===== config.mk =====
export PLATFORM = sky130hd
export DESIGN_NAME = sound_channel_tone_wave_noise_core
export DESIGN_NICKNAME = d
export VERILOG_FILES = /design/src/sv/sctwn_pkg.sv /design/src/sv/sctwn_ram.sv /design/src/sv/sctwn_seq.sv /design/src/sv/sctwn_out.sv /design/src/sv/sound_channel_tone_wave_noise_core.sv
export SDC_FILE = /design/constraint.sdc
export NUM_CORES = 1
export LEC_CHECK = 0
export BUFFER_PORTS_ARGS = -buffer_cell sky130_fd_sc_hd__buf_2
export CORE_MARGIN = 2
export CORE_UTILIZATION = 47
export DETAILED_ROUTE_END_ITERATION = 6
export SLEW_MARGIN = 20
export SYNTH_ARGS = -nofsm -noshare
export SYNTH_HDL_FRONTEND = slang
export SYNTH_SLANG_ARGS = --single-unit

===== constraint.sdc =====
create_clock -name clk -period 4.35 [get_ports clk]
set_input_delay 0.6525 -clock clk [delete_from_list [all_inputs] [get_ports clk]]
set_output_delay 0.6525 -clock clk [all_outputs]
set_load 0.05 [all_outputs]

===== src/sv/sctwn_pkg.sv =====
package sctwn_pkg;

	localparam int WaveRamBytes = 16;
	localparam int TimerW       = 22;
	localparam int PosW         = 5;
	localparam int LfsrW        = 16;
	localparam int CfgDataW     = 11;
	localparam int CfgIndexW    = 3;

	localparam logic [11:0]      FreqSpan  = 12'd2048;
	localparam logic [LfsrW-1:0] LfsrSeed  = 16'hFFFF;
	localparam logic [6:0]       DivZero   = 7'd8;

	// bit i of a row is the duty output at step i
	localparam logic [3:0][7:0] DutyRows = '{
		8'b0011_1111,
		8'b1111_0000,
		8'b1100_0000,
		8'b1000_0000
	};

	localparam logic [3:0][2:0] WaveShift = '{3'd2, 3'd1, 3'd0, 3'd4};

	typedef enum logic [1:0] {
		OP_TICK,
		OP_TRIGGER,
		OP_RAM_WRITE,
		OP_DISABLE
	} op_t;

	typedef enum logic [1:0] {
		KIND_SWEEP_PULSE,
		KIND_PULSE,
		KIND_WAVE,
		KIND_NOISE
	} kind_t;

	typedef enum logic [CfgIndexW-1:0] {
		REG_CHANNEL_KIND,
		REG_TONE_FREQUENCY,
		REG_DUTY_SELECT,
		REG_WAVE_VOLUME_CODE,
		REG_WAVE_DAC_ON,
		REG_NOISE_DIVISOR_CODE,
		REG_NOISE_SHIFT,
		REG_NOISE_NARROW
	} reg_idx_t;

	typedef struct packed {
		logic [1:0] opcode;
		logic [3:0] env_volume;
		logic [3:0] ram_index;
		logic [7:0] ram_byte;
	} in_req_t;

	typedef struct packed {
		logic [3:0] dac_level;
		logic       channel_on;
	} out_rsp_t;

	typedef struct packed {
		logic [1:0]  channel_kind;
		logic [10:0] tone_frequency;
		logic [1:0]  duty_select;
		logic [1:0]  wave_volume_code;
		logic        wave_dac_on;
		logic [2:0]  noise_divisor_code;
		logic [3:0]  noise_shift;
		logic        noise_narrow;
	} cfg_t;

	typedef struct packed {
		logic [3:0]      vol;
		logic [PosW-1:0] pos;
		logic            lfsr_bit;
		logic            enabled;
		logic            fwd;
		logic [7:0]      fwd_byte;
		logic            entry_valid;
	} s1_t;

	function automatic logic [TimerW-1:0] reload_value(cfg_t c);
		logic [6:0]  div;
		logic [11:0] span;
		div  = (c.noise_divisor_code == 3'd0) ? DivZero : {c.noise_divisor_code, 4'b0000};
		span = FreqSpan - {1'b0, c.tone_frequency};
		if (c.channel_kind == KIND_NOISE)
			return {15'd0, div} << c.noise_shift;
		return {8'd0, span, 2'b00};
	endfunction

	function automatic logic [3:0] wave_level(logic [7:0] b, logic odd, logic [1:0] code);
		logic [3:0] nib;
		nib = odd ? b[7:4] : b[3:0];
		return nib >> WaveShift[code];
	endfunction

endpackage


===== src/sv/sctwn_ram.sv =====
module sctwn_ram import sctwn_pkg::*; #(
	parameter int Width = 8,
	parameter int Depth = WaveRamBytes
) (
	input  logic                     clk,
	input  logic                     we,
	input  logic [$clog2(Depth)-1:0] waddr,
	input  logic [Width-1:0]         wdata,
	input  logic                     re,
	input  logic [$clog2(Depth)-1:0] raddr,
	output logic [Width-1:0]         rdata
);

	logic [Width-1:0] mem_q [Depth];
	logic [Width-1:0] rdata_q;

	always_ff @(posedge clk) begin
		if (we)
			mem_q[waddr] <= wdata;
		if (re)
			rdata_q <= mem_q[raddr];
	end

	assign rdata = rdata_q;

endmodule


===== src/sv/sctwn_seq.sv =====
module sctwn_seq import sctwn_pkg::*; #(
	parameter int WAVE_RAM_BYTES = WaveRamBytes
) (
	input  logic                              clk,
	input  logic                              arst_n,
	input  cfg_t                              cfg,
	input  logic                              accept,
	input  in_req_t                           req,
	output logic                              ram_we,
	output logic [$clog2(WAVE_RAM_BYTES)-1:0] ram_waddr,
	output logic [7:0]                        ram_wdata,
	output logic                              ram_re,
	output logic [$clog2(WAVE_RAM_BYTES)-1:0] ram_raddr,
	output s1_t                               s1
);

	localparam int AW = $clog2(WAVE_RAM_BYTES);

	logic                      enabled_q, enabled_n;
	logic [TimerW-1:0]         timer_q, timer_n, timer_dec;
	logic [PosW-1:0]           pos_q, pos_n;
	logic [LfsrW-1:0]          lfsr_q, lfsr_n, lfsr_step;
	logic                      fb;
	logic [WAVE_RAM_BYTES-1:0] wvalid_q;
	logic                      is_write;
	s1_t                       s1_q;

	always_comb begin
		fb        = lfsr_q[0] ^ lfsr_q[1];
		lfsr_step = lfsr_q >> 1;
		lfsr_step[14] = fb;
		if (cfg.noise_narrow)
			lfsr_step[6] = fb;
	end

	always_comb begin
		enabled_n = enabled_q;
		timer_n   = timer_q;
		pos_n     = pos_q;
		lfsr_n    = lfsr_q;
		timer_dec = timer_q - TimerW'(1);
		case (req.opcode)
			OP_TICK: begin
				if (enabled_q && timer_q != '0) begin
					timer_n = timer_dec;
					if (timer_dec == '0) begin
						timer_n = reload_value(cfg);
						pos_n   = pos_q + PosW'(1);
						if (cfg.channel_kind == KIND_NOISE)
							lfsr_n = lfsr_step;
					end
				end
			end
			OP_TRIGGER: begin
				enabled_n = 1'b1;
				lfsr_n    = LfsrSeed;
				timer_n   = reload_value(cfg);
				pos_n     = '0;
			end
			OP_DISABLE: begin
				enabled_n = 1'b0;
			end
			default: begin
			end
		endcase
	end

	assign is_write  = req.opcode == OP_RAM_WRITE;
	assign ram_we    = accept && is_write;
	assign ram_waddr = req.ram_index[AW-1:0];
	assign ram_wdata = req.ram_byte;
	assign ram_re    = accept;
	assign ram_raddr = pos_n[AW:1];

	always_ff @(posedge clk or negedge arst_n) begin
		if (!arst_n) begin
			enabled_q <= 1'b0;
			timer_q   <= '0;
			pos_q     <= '0;
			lfsr_q    <= '0;
			wvalid_q  <= '0;
		end else if (accept) begin
			enabled_q <= enabled_n;
			timer_q   <= timer_n;
			pos_q     <= pos_n;
			lfsr_q    <= lfsr_n;
			if (is_write)
				wvalid_q[ram_waddr] <= 1'b1;
		end
	end

	always_ff @(posedge clk) begin
		if (accept) begin
			s1_q.vol         <= req.env_volume;
			s1_q.pos         <= pos_n;
			s1_q.lfsr_bit    <= lfsr_n[0];
			s1_q.enabled     <= enabled_n;
			s1_q.fwd         <= is_write && ram_waddr == ram_raddr;
			s1_q.fwd_byte    <= req.ram_byte;
			s1_q.entry_valid <= wvalid_q[ram_raddr];
		end
	end

	assign s1 = s1_q;

endmodule


===== src/sv/sctwn_out.sv =====
module sctwn_out import sctwn_pkg::*; (
	input  logic     clk,
	input  logic     arst_n,
	input  cfg_t     cfg,
	input  logic     accept,
	input  s1_t      s1,
	input  logic [7:0] rdata,
	output logic     in_ready,
	output logic     out_valid,
	input  logic     out_ready,
	output out_rsp_t out_rsp
);

	logic       v1_q;
	logic       out_valid_q;
	out_rsp_t   out_rsp_q;
	logic       advance;
	logic [7:0] wave_byte;
	logic [3:0] level;

	assign advance  = v1_q && (!out_valid_q || out_ready);
	assign in_ready = !v1_q || advance;

	always_comb begin
		wave_byte = s1.fwd ? s1.fwd_byte : (s1.entry_valid ? rdata : 8'd0);
		case (cfg.channel_kind)
			KIND_WAVE:
				level = cfg.wave_dac_on ?
					wave_level(wave_byte, s1.pos[0], cfg.wave_volume_code) : 4'd0;
			KIND_NOISE:
				level = s1.lfsr_bit ? 4'd0 : s1.vol;
			default:
				level = DutyRows[cfg.duty_select][s1.pos[2:0]] ? s1.vol : 4'd0;
		endcase
	end

	always_ff @(posedge clk or negedge arst_n) begin
		if (!arst_n) begin
			v1_q        <= 1'b0;
			out_valid_q <= 1'b0;
		end else begin
			if (accept)
				v1_q <= 1'b1;
			else if (advance)
				v1_q <= 1'b0;
			if (advance)
				out_valid_q <= 1'b1;
			else if (out_ready)
				out_valid_q <= 1'b0;
		end
	end

	always_ff @(posedge clk) begin
		if (advance) begin
			out_rsp_q.dac_level  <= level;
			out_rsp_q.channel_on <= s1.enabled;
		end
	end

	assign out_valid = out_valid_q;
	assign out_rsp   = out_rsp_q;

endmodule


===== src/sv/sound_channel_tone_wave_noise_core.sv =====
// Sound channel core: one pulse, wave or noise voice.
// Request channel (in_valid/in_ready/in_req) carries one operation per
// request: tick, trigger, wave RAM byte write or disable, plus the current
// envelope volume. Response channel (out_valid/out_ready/out_rsp) returns
// one response per request: the 4-bit DAC level and the enable flag.
// Configuration: cfg_we/cfg_index/cfg_data write one register per cycle;
// write only while no request is in flight.
// Path: an accepted request is registered into the middle stage (state
// update and wave RAM read), then into the output register.
// Throughput: one request per cycle while out_ready is high; timer, position
// and LFSR update in the accept cycle; wave RAM reads/writes once per cycle.
// Reset: control and channel state clear, data registers do not; wave RAM
// entries read zero until written (one valid bit per byte, no clear pass).
// Stall: while out_ready is low the response holds; one more request is
// taken into the middle stage, then in_ready drops until the output frees.
module sound_channel_tone_wave_noise_core import sctwn_pkg::*; #(
	parameter int WAVE_RAM_BYTES = WaveRamBytes
) (
	input  logic                clk,
	input  logic                arst_n,
	input  logic                in_valid,
	output logic                in_ready,
	input  in_req_t             in_req,
	output logic                out_valid,
	input  logic                out_ready,
	output out_rsp_t            out_rsp,
	input  logic                cfg_we,
	input  logic [CfgIndexW-1:0] cfg_index,
	input  logic [CfgDataW-1:0] cfg_data
);

	localparam int AW = $clog2(WAVE_RAM_BYTES);

	cfg_t           cfg_q;
	logic           accept;
	logic           ram_we;
	logic [AW-1:0]  ram_waddr;
	logic [7:0]     ram_wdata;
	logic           ram_re;
	logic [AW-1:0]  ram_raddr;
	logic [7:0]     ram_rdata;
	s1_t            s1;

	assign accept = in_valid && in_ready;

	always_ff @(posedge clk or negedge arst_n) begin
		if (!arst_n) begin
			cfg_q <= '0;
		end else if (cfg_we) begin
			case (reg_idx_t'(cfg_index))
				REG_CHANNEL_KIND:       cfg_q.channel_kind       <= cfg_data[1:0];
				REG_TONE_FREQUENCY:     cfg_q.tone_frequency     <= cfg_data[10:0];
				REG_DUTY_SELECT:        cfg_q.duty_select        <= cfg_data[1:0];
				REG_WAVE_VOLUME_CODE:   cfg_q.wave_volume_code   <= cfg_data[1:0];
				REG_WAVE_DAC_ON:        cfg_q.wave_dac_on        <= cfg_data[0];
				REG_NOISE_DIVISOR_CODE: cfg_q.noise_divisor_code <= cfg_data[2:0];
				REG_NOISE_SHIFT:        cfg_q.noise_shift        <= cfg_data[3:0];
				REG_NOISE_NARROW:       cfg_q.noise_narrow       <= cfg_data[0];
				default: begin
				end
			endcase
		end
	end

	sctwn_seq #(
		.WAVE_RAM_BYTES(WAVE_RAM_BYTES)
	) u_seq (
		.clk       (clk),
		.arst_n    (arst_n),
		.cfg       (cfg_q),
		.accept    (accept),
		.req       (in_req),
		.ram_we    (ram_we),
		.ram_waddr (ram_waddr),
		.ram_wdata (ram_wdata),
		.ram_re    (ram_re),
		.ram_raddr (ram_raddr),
		.s1        (s1)
	);

	sctwn_ram #(
		.Width(8),
		.Depth(WAVE_RAM_BYTES)
	) u_wave_ram (
		.clk   (clk),
		.we    (ram_we),
		.waddr (ram_waddr),
		.wdata (ram_wdata),
		.re    (ram_re),
		.raddr (ram_raddr),
		.rdata (ram_rdata)
	);

	sctwn_out u_out (
		.clk       (clk),
		.arst_n    (arst_n),
		.cfg       (cfg_q),
		.accept    (accept),
		.s1        (s1),
		.rdata     (ram_rdata),
		.in_ready  (in_ready),
		.out_valid (out_valid),
		.out_ready (out_ready),
		.out_rsp   (out_rsp)
	);

endmodule


==> impl_metrics.py <==
metrics = {
    "run_status": {
        "outcome": "finished with violations",
        "failed_checks": "DRC",
    },
    "power": {
        "power_leakage_nw": 5.35,
        "pwr-share-comb": 0.248,
        "clockPowerShare": 0.310,
        "p_seq_frac": 0.442,
        "swShare": 0.318,
        "p_int_mw": 4.70,
        "cellPowerDensity_mw_per_mm2": 483,
        "power.switching_mw": 2.19,
        "vdd_drop_max_uv": 363,
        "power_mw": 6.89,
    },
    "yosys": {
        "synth-xor-area-share": 0.0109,
        "syn-cell-area_mm2": 0.0128,
        "synth-simple-area-share": 0.130,
        "ys_ff_latch": 247,
        "synth.distinct_cells": 83,
        "synth.area.top_cells": "edfxtp_1, dfrtp_1, mux2i_1, mux2_2, o221ai_1",
        "synth_compound_gate_area_share": 0.177,
        "synthMuxAreaShare": 0.102,
        "yosysWarnings": 0,
        "synth_edf_count": 160,
        "yosysSeqAreaShare": 0.545,
        "synth_area_per_cell_um2": 11.4,
        "async_flop_share": 0.352,
        "synth-adder-area-share": 0.00586,
        "synth.top_cell.area_share": 0.375,
        "syn_inst": 1125,
        "syn_nets": 1168,
        "synth_top_family_by_area": "compound AO/OA/AOI/OAI gates",
        "synthFlopType": "edfxtp_1",
        "synth_area_leader_cell": "edfxtp_1",
    },
    "setup_path": {
        "cp_top_family": "simple AND/OR/NAND/NOR gates",
        "reg2reg_setup_slack_ns": 0.22,
        "endpoint_kind": "flip-flop",
        "reg2reg_from": "u_seq.timer_q[0]",
        "rr_worst_depth": 12,
        "crit_required_ns": 4.65,
        "crit_type": "flip-flop to flip-flop",
        "r2r_end": "u_wave_ram.rdata[4]",
        "critPathSlowestCell": "or4_4",
        "critPathMaxFanout": 18,
        "arrival_ns": 4.42,
        "critPathLaunchType": "flip-flop",
        "crit_path_cell_trace": "inv_1 > ha_1 > or3b_4 > o32ai_2 > a32oi_1 > or4_4 > o221a_1 > nor2_4 > buf_4 > nand3b_2 > o22ai_1 > a211o_1",
        "slowest_delay_ns": 0.62,
        "critPathBufInv": 2,
    },
    "global_route": {
        "grt_use_total": 0.239,
        "grt_pass1_vias": 9380,
        "grt.met2_usage": 0.416,
        "use_met3": 0.0280,
        "grt_overflow_total": 0,
        "grt_util_met1": 0.313,
        "grt_start_max_net_pins": 69,
        "grt.busiest_layer": "met2",
        "grt_first_pass_wirelength_um": 53300,
        "antenna_found_initial": 0,
    },
    "final_layout": {
        "area_delta_synth_final_pct": 11.3,
        "antenna_cells": 0,
        "design_area_mm2": 0.0143,
        "fin_util": 0.531,
        "final_layout_size_suffix_gt1_frac": 0.177,
        "fin_nets": 1196,
        "fin_cells": 1513,
    },
    "floorplanning": {
        "die_area_mm2": 0.0286,
        "start_util": 0.477,
        "top_level_ports": 44,
        "coreArea_mm2": 0.0269,
        "placementRows": 60,
        "dieWidth_um": 169,
        "dieHeight_um": 169,
    },
    "cts": {
        "cts-buffers-inserted": 27,
        "cts_tree": "built",
        "ctsRootBufferMaster": "clkbuf_16",
        "clk_pin_slew_ns": 0.06,
        "cts_setup_buffers": 0,
        "cts-htree-levels": 1,
        "ctsLongestPathBuffers": 3,
        "clk_latency_ns": 0.55,
        "clock-sinks": 247,
    },
    "drt": {
        "wl_per_cell_um": 22.5,
        "drc": 4,
        "ant_nets": 0,
        "first_pass_iters": 7,
        "vias": 9504,
        "viasPerCell": 6.28,
        "drt-total-wl_um": 34000,
        "drtIter0Drc": 744,
    },
    "timing": {
        "whs_ns": 0.243,
        "hold_viol": 0,
        "clock_skew_ns": 0.0226,
        "period_needed_ns": 4.13,
        "period_share": 0.949,
        "worst_slack_ns": 0.224,
        "max-slew-margin-rel": 0.240,
        "rsz0062_at_grt": "false",
        "max_freq_ghz": 0.242,
        "worstMarginPinSlew_ns": 1.14,
        "fin_tns_setup_ns": 0,
        "setup_viol": 0,
        "slew_violations": 0,
    },
    "placed_design": {
        "numPortBuffers": 43,
        "placed_area_mm2": 0.0134,
        "dp.cells": 1465,
        "routabilityCongestion": 0.832,
        "place_ws_ns": 0.114,
        "dp_hpwl_um": 22600,
    },
    "hold_path": {
        "hp-class": "input pin to asynchronous set/reset pin",
    },
    "run": {
        "maxCapViolations": 0,
    },
}
[logic make-up after synthesis]
logic type,count (synthesis)
and+or+nand+nor,323
AOI/OAI and AO/OA,317
DFF,247
muxes,125
buffers and inverters,91
xor gates and xnor gates,16
adders and majority gates,6
[worst register-to-register path, stage by stage (launching register included)]
cell,delay (ns)
dfrtp_1,0.45
inv_1,0.12
ha_1,0.16
or3b_4,0.40
o32ai_2,0.27
a32oi_1,0.17
or4_4,0.62
o221a_1,0.29
nor2_4,0.46
buf_4,0.26
nand3b_2,0.25
o22ai_1,0.15
a211o_1,0.29
[cell usage in the layout, fill, tap and decap left out, drive strengths merged, types with 5 or more instances in the layout]
cell type,Yosys,layout
o21ai,57,57
inv,12,13
mux2,44,44
a21oi,52,52
or3,10,10
o211ai,12,12
o22ai,23,23
nand2,107,107
buf,23,76
nor2,74,74
a31oi,27,27
ha,6,6
or4,13,13
nand3,12,12
clkinv,2,8
nand4,8,8
nor4,7,7
or2,18,18
nand3b,5,5
edfxtp,160,160
dfrtp,87,87
nor3,30,30
nand2b,19,19
a221oi,9,9
a22o,10,10
mux2i,81,81
clkbuf,54,40
a211o,19,19
o211a,9,9
xnor2,12,12
a22oi,7,7
o221ai,52,52
[repair_timing]
| item | in CTS | in global routing |
|---|---|---|
| endpoints found under the setup margin | 0 | 8 |
| resized for setup | 0 | 1 |
| hold buffers | 0 | 0 |
[metal layers]
metal / up-vias / part of all wire
met2: 307 / 0.50
li1: 4432 / -
met1: 4701 / 0.42
met4: 0 / 0.032
met3: 64 / 0.052
met5: - / 0
[power by group through the flow]
stage	clock, mW	combinational, mW	sequential, mW
floorplan	0	1.27	2.99
global placement	0	1.69	3.08
detailed placement	0	1.70	3.09
CTS	2.18	1.71	3.04
global route	2.26	1.87	3.09
finish	2.14	1.71	3.05
[how the worst max path moves through the flow]
stage | from | endpoint | slack, ns | cells past startpoint
6_report | u_seq.timer_q[0] | u_wave_ram.rdata[4] | 0.22 | 12
5_1_grt | u_seq.timer_q[0] | u_wave_ram.rdata[7] | 0.04 | 12
4_1_cts | u_seq.timer_q[0] | u_wave_ram.rdata[4] | 0.11 | 12
3_5_place_dp | u_seq.timer_q[0] | u_wave_ram.rdata[0] | 0.11 | 12
3_3_place_gp | u_seq.timer_q[0] | u_wave_ram.rdata[0] | 0.26 | 12
2_1_floorplan | u_seq.timer_q[0] | u_wave_ram.rdata[4] | 0.49 | 13
[cells in the mapped netlist, types with 23 or more instances]
cell type,n
a21oi_1,52
a31oi_1,27
clkbuf_1,54
dfrtp_1,87
edfxtp_1,160
mux2_2,42
mux2i_1,81
nand2_1,107
nor2_1,71
nor3_1,25
o21ai_0,54
o221ai_1,52
o22ai_1,23
[area by class of cell]
class	instances	area [um^2]
clock inverters	8	45.0
repair buffers	76	490
clock buffers	40	776
multi-input cells	787	5490
inverters	14	53.8
fillers	2329	12600
well taps	341	427
flip-flops and latches	247	6990
[state kept, by name, indices dropped and copies added, names as in the netlist]
signal            cells
u_out.out_rsp         5
cfg_q                26
u_seq.enabled_q       1
u_out.out_valid       1
u_seq.timer_q        22
u_seq.wvalid_q       16
u_seq.lfsr_q         15
u_wave_ram.mem_q    128
u_seq.s1             19
u_out.v1_q            1
u_wave_ram.rdata      8
u_seq.pos_q           5
Note: power is estimated with default switching activity, not from simulation.
